$ cat config.mk
export PLATFORM = sky130hd
export DESIGN_NAME = gregorian_day_difference
export DESIGN_NICKNAME = d
export VERILOG_FILES = /design/src/rtl/core/gdd_pkg.sv /design/src/rtl/core/gregorian_day_difference.sv /design/src/rtl/core/gdd_serial.sv
export SDC_FILE = /design/constraint.sdc
export NUM_CORES = 1
export LEC_CHECK = 0
export BUFFER_PORTS_ARGS = -buffer_cell sky130_fd_sc_hd__buf_2
export CAP_MARGIN = 5
export CORE_ASPECT_RATIO = 0.7
export CORE_MARGIN = 10
export CORE_UTILIZATION = 55
export CTS_BUF_LIST = sky130_fd_sc_hd__clkbuf_8
export CTS_CLUSTER_SIZE = 14
export DETAILED_ROUTE_END_ITERATION = 6
export PLACE_DENSITY = 0.72
export RECOVER_POWER = 25
export SLEW_MARGIN = 10
export SYNTH_ARGS = -nofsm -noshare
export SYNTH_HDL_FRONTEND = slang
export SYNTH_SLANG_ARGS = --single-unit
$ cat constraint.sdc
create_clock -name i_clk -period 41.1 [get_ports i_clk]
set_clock_uncertainty 0.05 [all_clocks]
set_input_delay 8.22 -clock i_clk [delete_from_list [all_inputs] [get_ports i_clk]]
set_output_delay 8.22 -clock i_clk [all_outputs]
set_load 0.02 [all_outputs]
$ cat src/rtl/core/gdd_pkg.sv
// Package with the calendar constants and the month table for the day difference block.
`timescale 1ns / 1ps

package gdd_pkg;

    localparam int unsigned DayW    = 5;
    localparam int unsigned MonthW  = 4;
    localparam int unsigned YearW   = 14;
    localparam int unsigned SerialW = 22;
    localparam int unsigned CountW  = 22;

    localparam logic [MonthW-1:0] MonthFirst = 4'd1;
    localparam logic [MonthW-1:0] MonthLast  = 4'd12;
    localparam logic [MonthW-1:0] MonthFeb   = 4'd2;
    localparam logic [YearW-1:0]  YearFirst  = 14'd1;
    localparam logic [YearW-1:0]  YearLast   = 14'd9999;

    // Reciprocal of 25 scaled by 2**17; exact for quotients of values below 2500.
    localparam logic [12:0] Recip25   = 13'd5243;
    localparam int unsigned RecipShift = 17;

    localparam logic [8:0] DaysPerYear = 9'd365;

    function automatic logic [8:0] days_before_month(input logic [MonthW-1:0] month);
        logic [8:0] days;
        begin
            case (month)
                4'd1:    days = 9'd0;
                4'd2:    days = 9'd31;
                4'd3:    days = 9'd59;
                4'd4:    days = 9'd90;
                4'd5:    days = 9'd120;
                4'd6:    days = 9'd151;
                4'd7:    days = 9'd181;
                4'd8:    days = 9'd212;
                4'd9:    days = 9'd243;
                4'd10:   days = 9'd273;
                4'd11:   days = 9'd304;
                4'd12:   days = 9'd334;
                default: days = 9'd0;
            endcase
            return days;
        end
    endfunction

endpackage

$ cat src/rtl/core/gregorian_day_difference.sv
// Top level: days between two Gregorian dates, one request per cycle while the output is taken.
//
//  Channel   Handshake            Payload
//  input     i_valid / o_ready    i_start_day/month/year, i_end_day/month/year
//  output    o_valid / i_ready    o_day_count, o_end_before_start
//
// Each request passes three register stages: input register, serial number register,
// and result register after the compare and subtract.
// A new request is accepted in every cycle while the output is taken.
// Each stage holds its request while the stage after it is full and stalled, so
// bubbles are absorbed; the input closes only once all three stages hold requests
// and the output is stalled.
// Reset clears the stage valid bits only; the pipeline is empty after reset.
`timescale 1ns / 1ps

module gregorian_day_difference (
    input  logic                         i_clk,
    input  logic                         i_rst_n,
    input  logic                         i_valid,
    output logic                         o_ready,
    input  logic [gdd_pkg::DayW-1:0]     i_start_day,
    input  logic [gdd_pkg::MonthW-1:0]   i_start_month,
    input  logic [gdd_pkg::YearW-1:0]    i_start_year,
    input  logic [gdd_pkg::DayW-1:0]     i_end_day,
    input  logic [gdd_pkg::MonthW-1:0]   i_end_month,
    input  logic [gdd_pkg::YearW-1:0]    i_end_year,
    output logic                         o_valid,
    input  logic                         i_ready,
    output logic [gdd_pkg::CountW-1:0]   o_day_count,
    output logic                         o_end_before_start
);
    import gdd_pkg::*;

    logic                r_in_valid;
    logic [DayW-1:0]     r_start_day;
    logic [MonthW-1:0]   r_start_month;
    logic [YearW-1:0]    r_start_year;
    logic [DayW-1:0]     r_end_day;
    logic [MonthW-1:0]   r_end_month;
    logic [YearW-1:0]    r_end_year;

    logic                r_ser_valid;
    logic [SerialW-1:0]  r_ser_start;
    logic [SerialW-1:0]  r_ser_end;

    logic                r_out_valid;
    logic [CountW-1:0]   r_count;
    logic                r_reversed;

    logic [SerialW-1:0]  n_ser_start;
    logic [SerialW-1:0]  n_ser_end;
    logic [CountW-1:0]   n_count;
    logic                n_reversed;

    logic                out_load;
    logic                ser_load;
    logic                in_load;

    assign out_load = !r_out_valid || i_ready;
    assign ser_load = !r_ser_valid || out_load;
    assign in_load  = !r_in_valid || ser_load;
    assign o_ready  = in_load;

    gdd_serial u_start (
        .i_day    (r_start_day),
        .i_month  (r_start_month),
        .i_year   (r_start_year),
        .o_serial (n_ser_start)
    );

    gdd_serial u_end (
        .i_day    (r_end_day),
        .i_month  (r_end_month),
        .i_year   (r_end_year),
        .o_serial (n_ser_end)
    );

    always_comb begin
        n_reversed = r_ser_end < r_ser_start;
        if (n_reversed) begin
            n_count = '0;
        end else begin
            n_count = CountW'(r_ser_end - r_ser_start);
        end
    end

    always_ff @(posedge i_clk) begin
        if (!i_rst_n) begin
            r_in_valid  <= 1'b0;
            r_ser_valid <= 1'b0;
            r_out_valid <= 1'b0;
        end else begin
            if (in_load) begin
                r_in_valid <= i_valid;
            end
            if (ser_load) begin
                r_ser_valid <= r_in_valid;
            end
            if (out_load) begin
                r_out_valid <= r_ser_valid;
            end
        end
    end

    always_ff @(posedge i_clk) begin
        if (in_load && i_valid) begin
            r_start_day   <= i_start_day;
            r_start_month <= i_start_month;
            r_start_year  <= i_start_year;
            r_end_day     <= i_end_day;
            r_end_month   <= i_end_month;
            r_end_year    <= i_end_year;
        end
        if (ser_load && r_in_valid) begin
            r_ser_start <= n_ser_start;
            r_ser_end   <= n_ser_end;
        end
        if (out_load && r_ser_valid) begin
            r_count    <= n_count;
            r_reversed <= n_reversed;
        end
    end

    assign o_valid            = r_out_valid;
    assign o_day_count        = r_count;
    assign o_end_before_start = r_reversed;

endmodule

$ cat src/rtl/core/gdd_serial.sv
// Combinational day serial number of one Gregorian date.
`timescale 1ns / 1ps

module gdd_serial (
    input  logic [gdd_pkg::DayW-1:0]    i_day,
    input  logic [gdd_pkg::MonthW-1:0]  i_month,
    input  logic [gdd_pkg::YearW-1:0]   i_year,
    output logic [gdd_pkg::SerialW-1:0] o_serial
);
    import gdd_pkg::*;

    logic [MonthW-1:0]  month;
    logic [YearW-1:0]   year;
    logic [YearW-1:0]   prev;
    logic [24:0]        prev_prod;
    logic [7:0]         prev_c100;
    logic [24:0]        year_prod;
    logic [7:0]         year_c100;
    logic [YearW-1:0]   year_rem;
    logic               leap;
    logic [22:0]        year_days;

    always_comb begin
        if (i_month < MonthFirst) begin
            month = MonthFirst;
        end else if (i_month > MonthLast) begin
            month = MonthLast;
        end else begin
            month = i_month;
        end
        if (i_year < YearFirst) begin
            year = YearFirst;
        end else if (i_year > YearLast) begin
            year = YearLast;
        end else begin
            year = i_year;
        end
    end

    // Division by 100 is a shift by two followed by a reciprocal multiply by 1/25.
    assign prev      = year - YearFirst;
    assign prev_prod = 25'(prev[YearW-1:2]) * 25'(Recip25);
    assign prev_c100 = prev_prod[RecipShift+7:RecipShift];
    assign year_prod = 25'(year[YearW-1:2]) * 25'(Recip25);
    assign year_c100 = year_prod[RecipShift+7:RecipShift];
    assign year_rem  = year - YearW'(year_c100) * YearW'(7'd100);

    assign leap = ((year[1:0] == 2'd0) && (year_rem != '0)) ||
                  ((year_rem == '0) && (year_c100[1:0] == 2'd0));

    assign year_days = 23'(prev) * 23'(DaysPerYear);

    always_comb begin
        o_serial = year_days[SerialW-1:0]
                 + SerialW'(prev[YearW-1:2])
                 - SerialW'(prev_c100)
                 + SerialW'(prev_c100[7:2])
                 + SerialW'(days_before_month(month))
                 + SerialW'((month > MonthFeb) && leap)
                 + SerialW'(i_day);
    end

endmodule
# After elaboration in Yosys (flattened, before gate mapping)
# Memories as Yosys holds them, arrays and structs flattened.
# Cells that the tools add are included.
# word_totals
register_bits,116
mem_bits_ro,288
inputBits,50
output_inout_bits,25
elab_cells,84
n_memories,2
# op_classes
n_addsub,17
n_mul,8
magnitude_cmp,11
mux,8
reduce_logical,25
# mem_list
name,depth,word_bits,read_ports,rd_clocked_by_memory_dff,wr,line_no,text
(no name shown),16,9,1,0,0,gdd_pkg.sv:27,case (month)
(no name shown),16,9,1,0,0,gdd_pkg.sv:27,
# op_table
operator,n
12-bit by 13-bit multiplier with 25-bit output (second input constant),4
14-bit 2-to-1 mux,4
22-bit by 1-bit adder with 22-bit output,2
22-bit by 12-bit adder with 22-bit output,2
22-bit by 5-bit adder with 22-bit output,2
22-bit by 6-bit adder with 22-bit output,2
22-bit by 9-bit adder with 22-bit output,2
14-bit by 9-bit multiplier with 22-bit output (second input constant),2
22-bit by 8-bit subtractor with 22-bit output,2
14-bit greater-than comparator (second input constant),2
14-bit logical NOT,2
14-bit by 1-bit less-than comparator with 1-bit output (second input constant),2
14-bit nonzero test,2
14-bit by 1-bit subtractor with 14-bit output (second input constant),2
14-bit subtractor,2
8-bit by 5-bit multiplier with 12-bit output (second input constant),2
22-bit less-than comparator,1
22-bit subtractor,1
4-bit 2-to-1 mux,4
1-bit logical AND,9
4-bit by 2-bit greater-than comparator with 1-bit output (second input constant),2
4-bit greater-than comparator (second input constant),2
2-bit logical NOT,4
4-bit by 1-bit less-than comparator with 1-bit output (second input constant),2
2 further kinds,8

# Depth between registers and ports, before layout
# Gate-level depths: netlist (run 1).
# logic_depth
word_depth,12
mapped_depth,66

# Hierarchy
# From an unflattened synthesis (run 1), not the netlist that was laid out.
# unflattened
hier_cells,2681
area_unflattened_um2,26827.0
# by_module_without_submodules
mod,instances,cells_per_inst,area_each_um2
gdd_serial (u_end),1,1170,11005.6
gdd_serial (u_start),1,1180,10970.5
gregorian_day_difference,1,331,4850.9

# Least setup slack after synthesis (run 1)
# Ideal clock, no wire load.
# synth_timing
kind,input to output
from,in i_ready
to,out o_ready
arrival_time_ps,8712
path_slack_ps,24118
stages,2
path_cell_list,nor2b_1 > nand3_1
# synth_between
elab_chain_cells,3
# synth_lines
element,line_no,text
from (decl),gregorian_day_difference.sv:28,"input logic i_ready,"
1-bit logical OR,gregorian_day_difference.sv:59,assign out_load = !r_out_valid || i_ready;
1-bit logical OR,gregorian_day_difference.sv:60,assign ser_load = !r_ser_valid || out_load;
1-bit logical OR,gregorian_day_difference.sv:61,assign in_load = !r_in_valid || ser_load;
to (decl),gregorian_day_difference.sv:20,"output logic o_ready,"
# Every way passes these cells.

# Worst setup path after layout (run 1)
# Ends and elaborated chain as after synthesis.

==> metrics.cfg, run 1 <==
[clocking]
cts_setup_buffers=0
numCtsBuffers=17
clk_pin_slew_ps=70
h-tree-depth=4
clock-sinks=116
clk_latency_ps=500
cts.path.max_buffers=2
cts-root-buf=clkbuf_8
ctsHoldBuffers=0
cts_resized=0
cts_tree=yes

[drt]
viasPerCell=5.35
dr.pass1.iters=7
ant_nets=0
avgRoutedWirePerCell_um=17.2
drtIter0Drc=1122
drc=0
num_vias=18400
wl_um=59300

[global_routing]
overflow=0
grt_pass1_vias=19500
antenna_found_initial=1
grt_max_degree=47
grt_first_pass_wirelength_um=97700
grtUsageTotal_pct=21.0

[final_layout]
layout-drive-gt1-share_pct=5.81
final_cell_mix=inv_1 (723), ha_1 (619), fa_1 (365), edfxtp_1 (113), xnor2_1 (103)
fin_util_pct=59.2
n_antenna_cell=0
fillers=4076
area_growth_pct=6.41
fin_nets=3808
final_common_cell=inv_1

[critical_path]
r2r_end=r_ser_end[21]
crit_path_max_incr_delay_ps=510
slowest_stage=nor2b_1
reg2reg_from=r_end_year[7]
cp_num_buf_inv=2
cp_common_cell=buf_2
path_max_fanout=6
cp-end-kind=output port
startpoint_type=primary input
cp.required_ps=32830
critical_path.cell_chain=buf_2 -> nor2b_1 -> nand3_1 -> buf_2
worst_path_dominant_cell_family=simple AND/OR/NAND/NOR gates
path_class=in2out
reg2reg_setup_slack_ps=24900
cp_data_arrival_time_ps=9210
reg2reg_depth=59

[floorplan]
num_rows=67
start_util_pct=55.6
boundaryPins=75
die_x_um=283
die_area_um2=57800
die_h_um=204
fp.coreArea_um2=47900

[logic_synthesis]
synth_fp_nets=3708
ys.flop_type=edfxtp_1
netlist_instances=2674
synth_warnings=0
synth_top_cell_by_area=ha_1
async_flop_share_pct=0
ys_seq_area_share_pct=13.0
synth-seq-cells=116
synth_area_per_cell_um2=9.96
synth_cell_types=76
synth_area_um2=26600
synthTopCellsByArea=ha_1 (29%), fa_1 (27%), edfxtp_1 (13%)
synth_edf_count=113
netlist.area_leader.share_pct=29.1

[placement]
place.port_buffers=74
post-place-ws_ps=23620
dp.final_hpwl_um=52600
globalplace.congestion=0.956

[sta]
fin_ws_ps=23620
hold_viol_final=0
slew_violations=0
rsz0062_at_grt=false
finalSetupTns_ps=0
maxSlewHeadroom_pct=20.7
timing.hold.ws_ps=552
fmax_mhz=57.2
min_period_ps=17480
setup_viol_count_final=0
period_share_pct=42.5
worst-slew-pin-transition_ps=1180

[worst_hold_path]
hold_path_class=reg2reg
hold_end=r_in_valid
hold_depth=2
hp-start=r_in_valid

[status]
outcome=complete, no violations

[job]
cap_violations=0

routing by layer:
layer | wire, um | track usage, % | part of all wire [%]
met2 | 25300 | 31.8 | 43
met5 | 0 | 0 | 0
met1 | 28500 | 29.9 | 48
met4 | 796 | 4.57 | 1.3
met3 | 4730 | 5.38 | 8.0
worst min-delay path, cell delays in order, from the launching register on:
cell and delay (ps):
dfxtp_1 360, nand3_1 120, a21boi_0 80
how the worst max path moves through the flow:
stage	depth (start not counted)	startpoint	end	slack (ps)
after floorplan	2	i_ready	o_ready	24120
after global placement	4	i_ready	o_ready	23650
after detailed placement	4	i_ready	o_ready	23620
after CTS	4	i_ready	o_ready	23600
after global routing	4	i_ready	o_ready	23520
final	4	i_ready	o_ready	23620
through the flow:
stage / instances / area, um^2
6_report: 3442 / 28300
5_1_grt: 3442 / 28300
4_1_cts: 3442 / 28300
3_3_place_gp: 3410 / 27900
2_1_floorplan: 2674 / 26600
3_5_place_dp: 3410 / 27900
kinds of logic after synthesis:
group                    count (synthesis)  synth area share, %
adder cells (fa/ha/maj)                984                 56.5
buffers and inverters                  739                 10.5
AND/OR/NAND/NOR                        343                 6.43
AO/OA/AOI/OAI                          332                 8.17
XOR/XNOR                               143                 4.70
flip-flops                             116                 13.0
multiplexers                            17                0.653
synthesized netlist by cell type (11+ instances only):
master,number
nand3_1,29
a31oi_1,19
nor2_1,84
o211ai_1,12
a21o_1,35
nor2b_1,23
a21oi_1,94
mux2i_1,14
o21ai_0,54
edfxtp_1,113
nand2_1,82
and3_1,12
xor2_1,39
inv_1,721
fa_1,365
nor3_1,32
nand2b_1,18
xnor2_1,104
or2_2,12
nand4_1,11
o21a_1,20
ha_1,619
o21bai_1,17
sequential cells by signal, indices dropped and copies added (netlist names):
register	count
o_day_count	22
o_end_before_start	1
o_valid	1
r_end_day	5
r_end_month	4
r_end_year	14
r_in_valid	1
r_ser_end	22
r_ser_start	22
r_ser_valid	1
r_start_day	5
r_start_month	4
r_start_year	14
cell type report:
| cell class | count | area, um^2 | share of cell area [%] |
|---|---|---|---|
| Timing Repair Buffer | 99 | 552 | 1.95 |
| Multi-Input combinational cell | 1819 | 20400 | 72.0 |
| Clock buffer | 17 | 234 | 0.826 |
| Inverter | 721 | 2710 | 9.55 |
| Tap cell | 655 | 820 | 2.89 |
| Clock inverter | 15 | 171 | 0.605 |
| Sequential cell | 116 | 3450 | 12.2 |
Power of run 1 is left out: the tool's default activity adds up to more than one toggle a clock period on the data nets, which glitch-free logic cannot reach.
==> inputs of run 2 (changes only) <==
PLACE_DENSITY = 0.74   (was 0.72)
clock period = 15.65 ns   (was 41.1 ns; I/O delays follow)
==> run 2 against run 1 <==
Worst setup slack lost 23000 ps; utilization grew 0.59 points; global-route usage grew 0.79 points; first-iteration DRC count grew 21%; clock-buffer cell count is the same; die area is the same; via count grew 0.90%; non-clock buffer count grew 16; design area grew 0.99%; sequential cell count is the same; critical endpoint is now r_ser_end[21].
==> metrics.cfg, run 2 (synthesis results as in run 1) <==
[status]
outcome=complete, no violations

[final_layout]
fin_nets=3824  ; +0.42%
final_cell_mix=inv_1 (720), ha_1 (618), fa_1 (363), edfxtp_1 (113), xnor2_1 (101)
multi_input_area_um2=20500  ; +0.69%
fillers=4016  ; -1.5%
layout-drive-gt1-share_pct=7.35  ; +1.5 points
final_design_area_no_fill_um2=28600  ; +0.99%
final_common_cell=inv_1
final-seq-area_um2=3450  ; unchanged
area_growth_pct=7.46
fin_util_pct=59.8  ; +0.59 points

[sta]
hold_viol_final=0  ; unchanged
fmax_mhz=67.1
period_share_pct=95.3
timing.hold.ws_ps=535  ; -17.3 ps
maxSlewHeadroom_pct=15.6  ; -5.2 points
setup_viol_count_final=0  ; unchanged
min_period_ps=14910
worst-slew-pin-transition_ps=1260  ; +77.0 ps
slew_violations=0  ; unchanged
fin_ws_ps=742  ; -22880 ps

[clocking]
cts_tree=yes
clock-sinks=116  ; unchanged
clk_pin_slew_ps=90  ; +20 ps
numCtsBuffers=17  ; unchanged
clk_latency_ps=500  ; about the same
cts-root-buf=clkbuf_8
h-tree-depth=4  ; unchanged
cts.path.max_buffers=2  ; unchanged

[floorplan]
num_rows=67  ; unchanged
start_util_pct=55.6  ; unchanged
die_x_um=283  ; unchanged
die_area_um2=57800  ; unchanged
fp.coreArea_um2=47900  ; unchanged
boundaryPins=75  ; unchanged
die_h_um=204  ; unchanged

[placement]
place.port_buffers=74  ; unchanged
place_area_um2=28000  ; +0.38%
globalplace.congestion=0.969  ; +1.3%
post-place-ws_ps=-121  ; -23740 ps
dp.final_hpwl_um=53800  ; +2.5%

[drt]
wl_um=61200  ; +3.2%
wl_met1_um=29300  ; +2.9%
highest_layer=met5
viasPerCell=5.37  ; +0.38%
met3_length_um=5650  ; +19%
dr.pass1.iters=5  ; -2
drc=0  ; unchanged
num_vias=18600  ; +0.90%
ant_nets=0  ; unchanged
drtIter0Drc=1360  ; +21%
avgRoutedWirePerCell_um=17.7  ; +2.7%
route.met2.wl_um=25500  ; +0.87%

[global_routing]
grtUsageTotal_pct=21.8  ; +0.79 points
antenna_found_initial=4  ; +3
grt_max_degree=47  ; unchanged
overflow=0  ; unchanged
grt_first_pass_wirelength_um=101000  ; +3.8%
grt_pass1_vias=19700  ; +1.1%

[worst_hold_path]
hold_end=r_ser_valid
hold_depth=2  ; unchanged
hp-start=r_in_valid
hold_path_class=reg2reg

[critical_path]
cp-end-kind=flop
reg2reg_depth=59  ; unchanged
reg2reg_setup_slack_ps=740  ; -24160 ps
cp.required_ps=15850  ; -16980 ps
slowest_stage=fa_1
startpoint_type=flop
cp_data_arrival_time_ps=15100  ; +5890 ps
cp_common_cell=fa_1
path_class=reg2reg
r2r_end=r_ser_end[21]
path_max_fanout=6  ; unchanged
reg2reg_from=r_end_year[4]
crit_path_max_incr_delay_ps=560  ; +50 ps

[job]
cap_violations=0  ; unchanged

## run 2: cell count changes in the layout (fill, tap and decap cells not counted), moves of 3 or more
cell and change:
clkinv_1 -5, buf_2 -7, o21ai_1 +4, inv_6 +8, o21ai_0 -4, a21oi_2 +7, buf_4 +16, a31oi_1 -4
a21oi_1 -7, clkbuf_1 +7, nor2_1 -4, inv_1 -3, a31oi_2 +4
## run 2: metal layers
| metal | vias to the layer above | global-route usage (%) |
|---|---|---|
| met1 | 9099 | 32.0 |
| met2 | 552 | 32.2 |
| li1 | 8872 | - |
| met5 | - | 0 |
| met3 | 60 | 5.84 |
| met4 | 4 | 3.64 |
## run 2: layout make-up
type | instances | share of cell area, %
antenna | 2 | 0.0175
clock buffer | 17 | 0.818
clock inverter | 15 | 0.665
inverter | 721 | 9.47
multi-input combinational | 1819 | 71.8
sequential | 116 | 12.1
tap | 655 | 2.86
timing repair buffer | 115 | 2.32
## run 2: metrics by stage
step	setup TNS, ps	instances
floorplan	0	2674
global placement	0	3423
detailed placement	-230	3423
CTS	0	3455
global route	-122	3458
finish	0	3460
## run 2: worst max-delay path by stage
stage                              from  cells after the start       endpoint
after floorplan           r_end_year[7]                     60  r_ser_end[21]
after global placement    r_end_year[7]                     59  r_ser_end[21]
after detailed placement  r_end_year[6]                     59  r_ser_end[20]
after CTS                 r_end_year[7]                     59  r_ser_end[20]
after global routing      r_end_year[4]                     60  r_ser_end[21]
final                     r_end_year[4]                     59  r_ser_end[21]
## run 2: critical path, delay by kind of cell, from the launching register on
kind | cells | cell delay [ps]
AND/OR/NAND/NOR | 13 | 2310
adder cells (fa/ha/maj) | 18 | 7720
buffers and inverters | 7 | 390
flip-flops | 1 | 440
AO/OA/AOI/OAI | 18 | 3300
XOR/XNOR | 3 | 420
## run 2: what timing repair did
| item | 4_1_cts | 5_1_grt |
|---|---|---|
| pin swaps | 0 | 15 |
| setup buffers | 0 | 3 |
| endpoints found under the hold margin | 0 | 0 |
| cloned | 0 | 0 |
| hold buffers | 0 | 0 |
| setup endpoints to repair | 3 | 14 |
| resized for setup | 3 | 31 |
Power of run 2 is left out for the same reason.
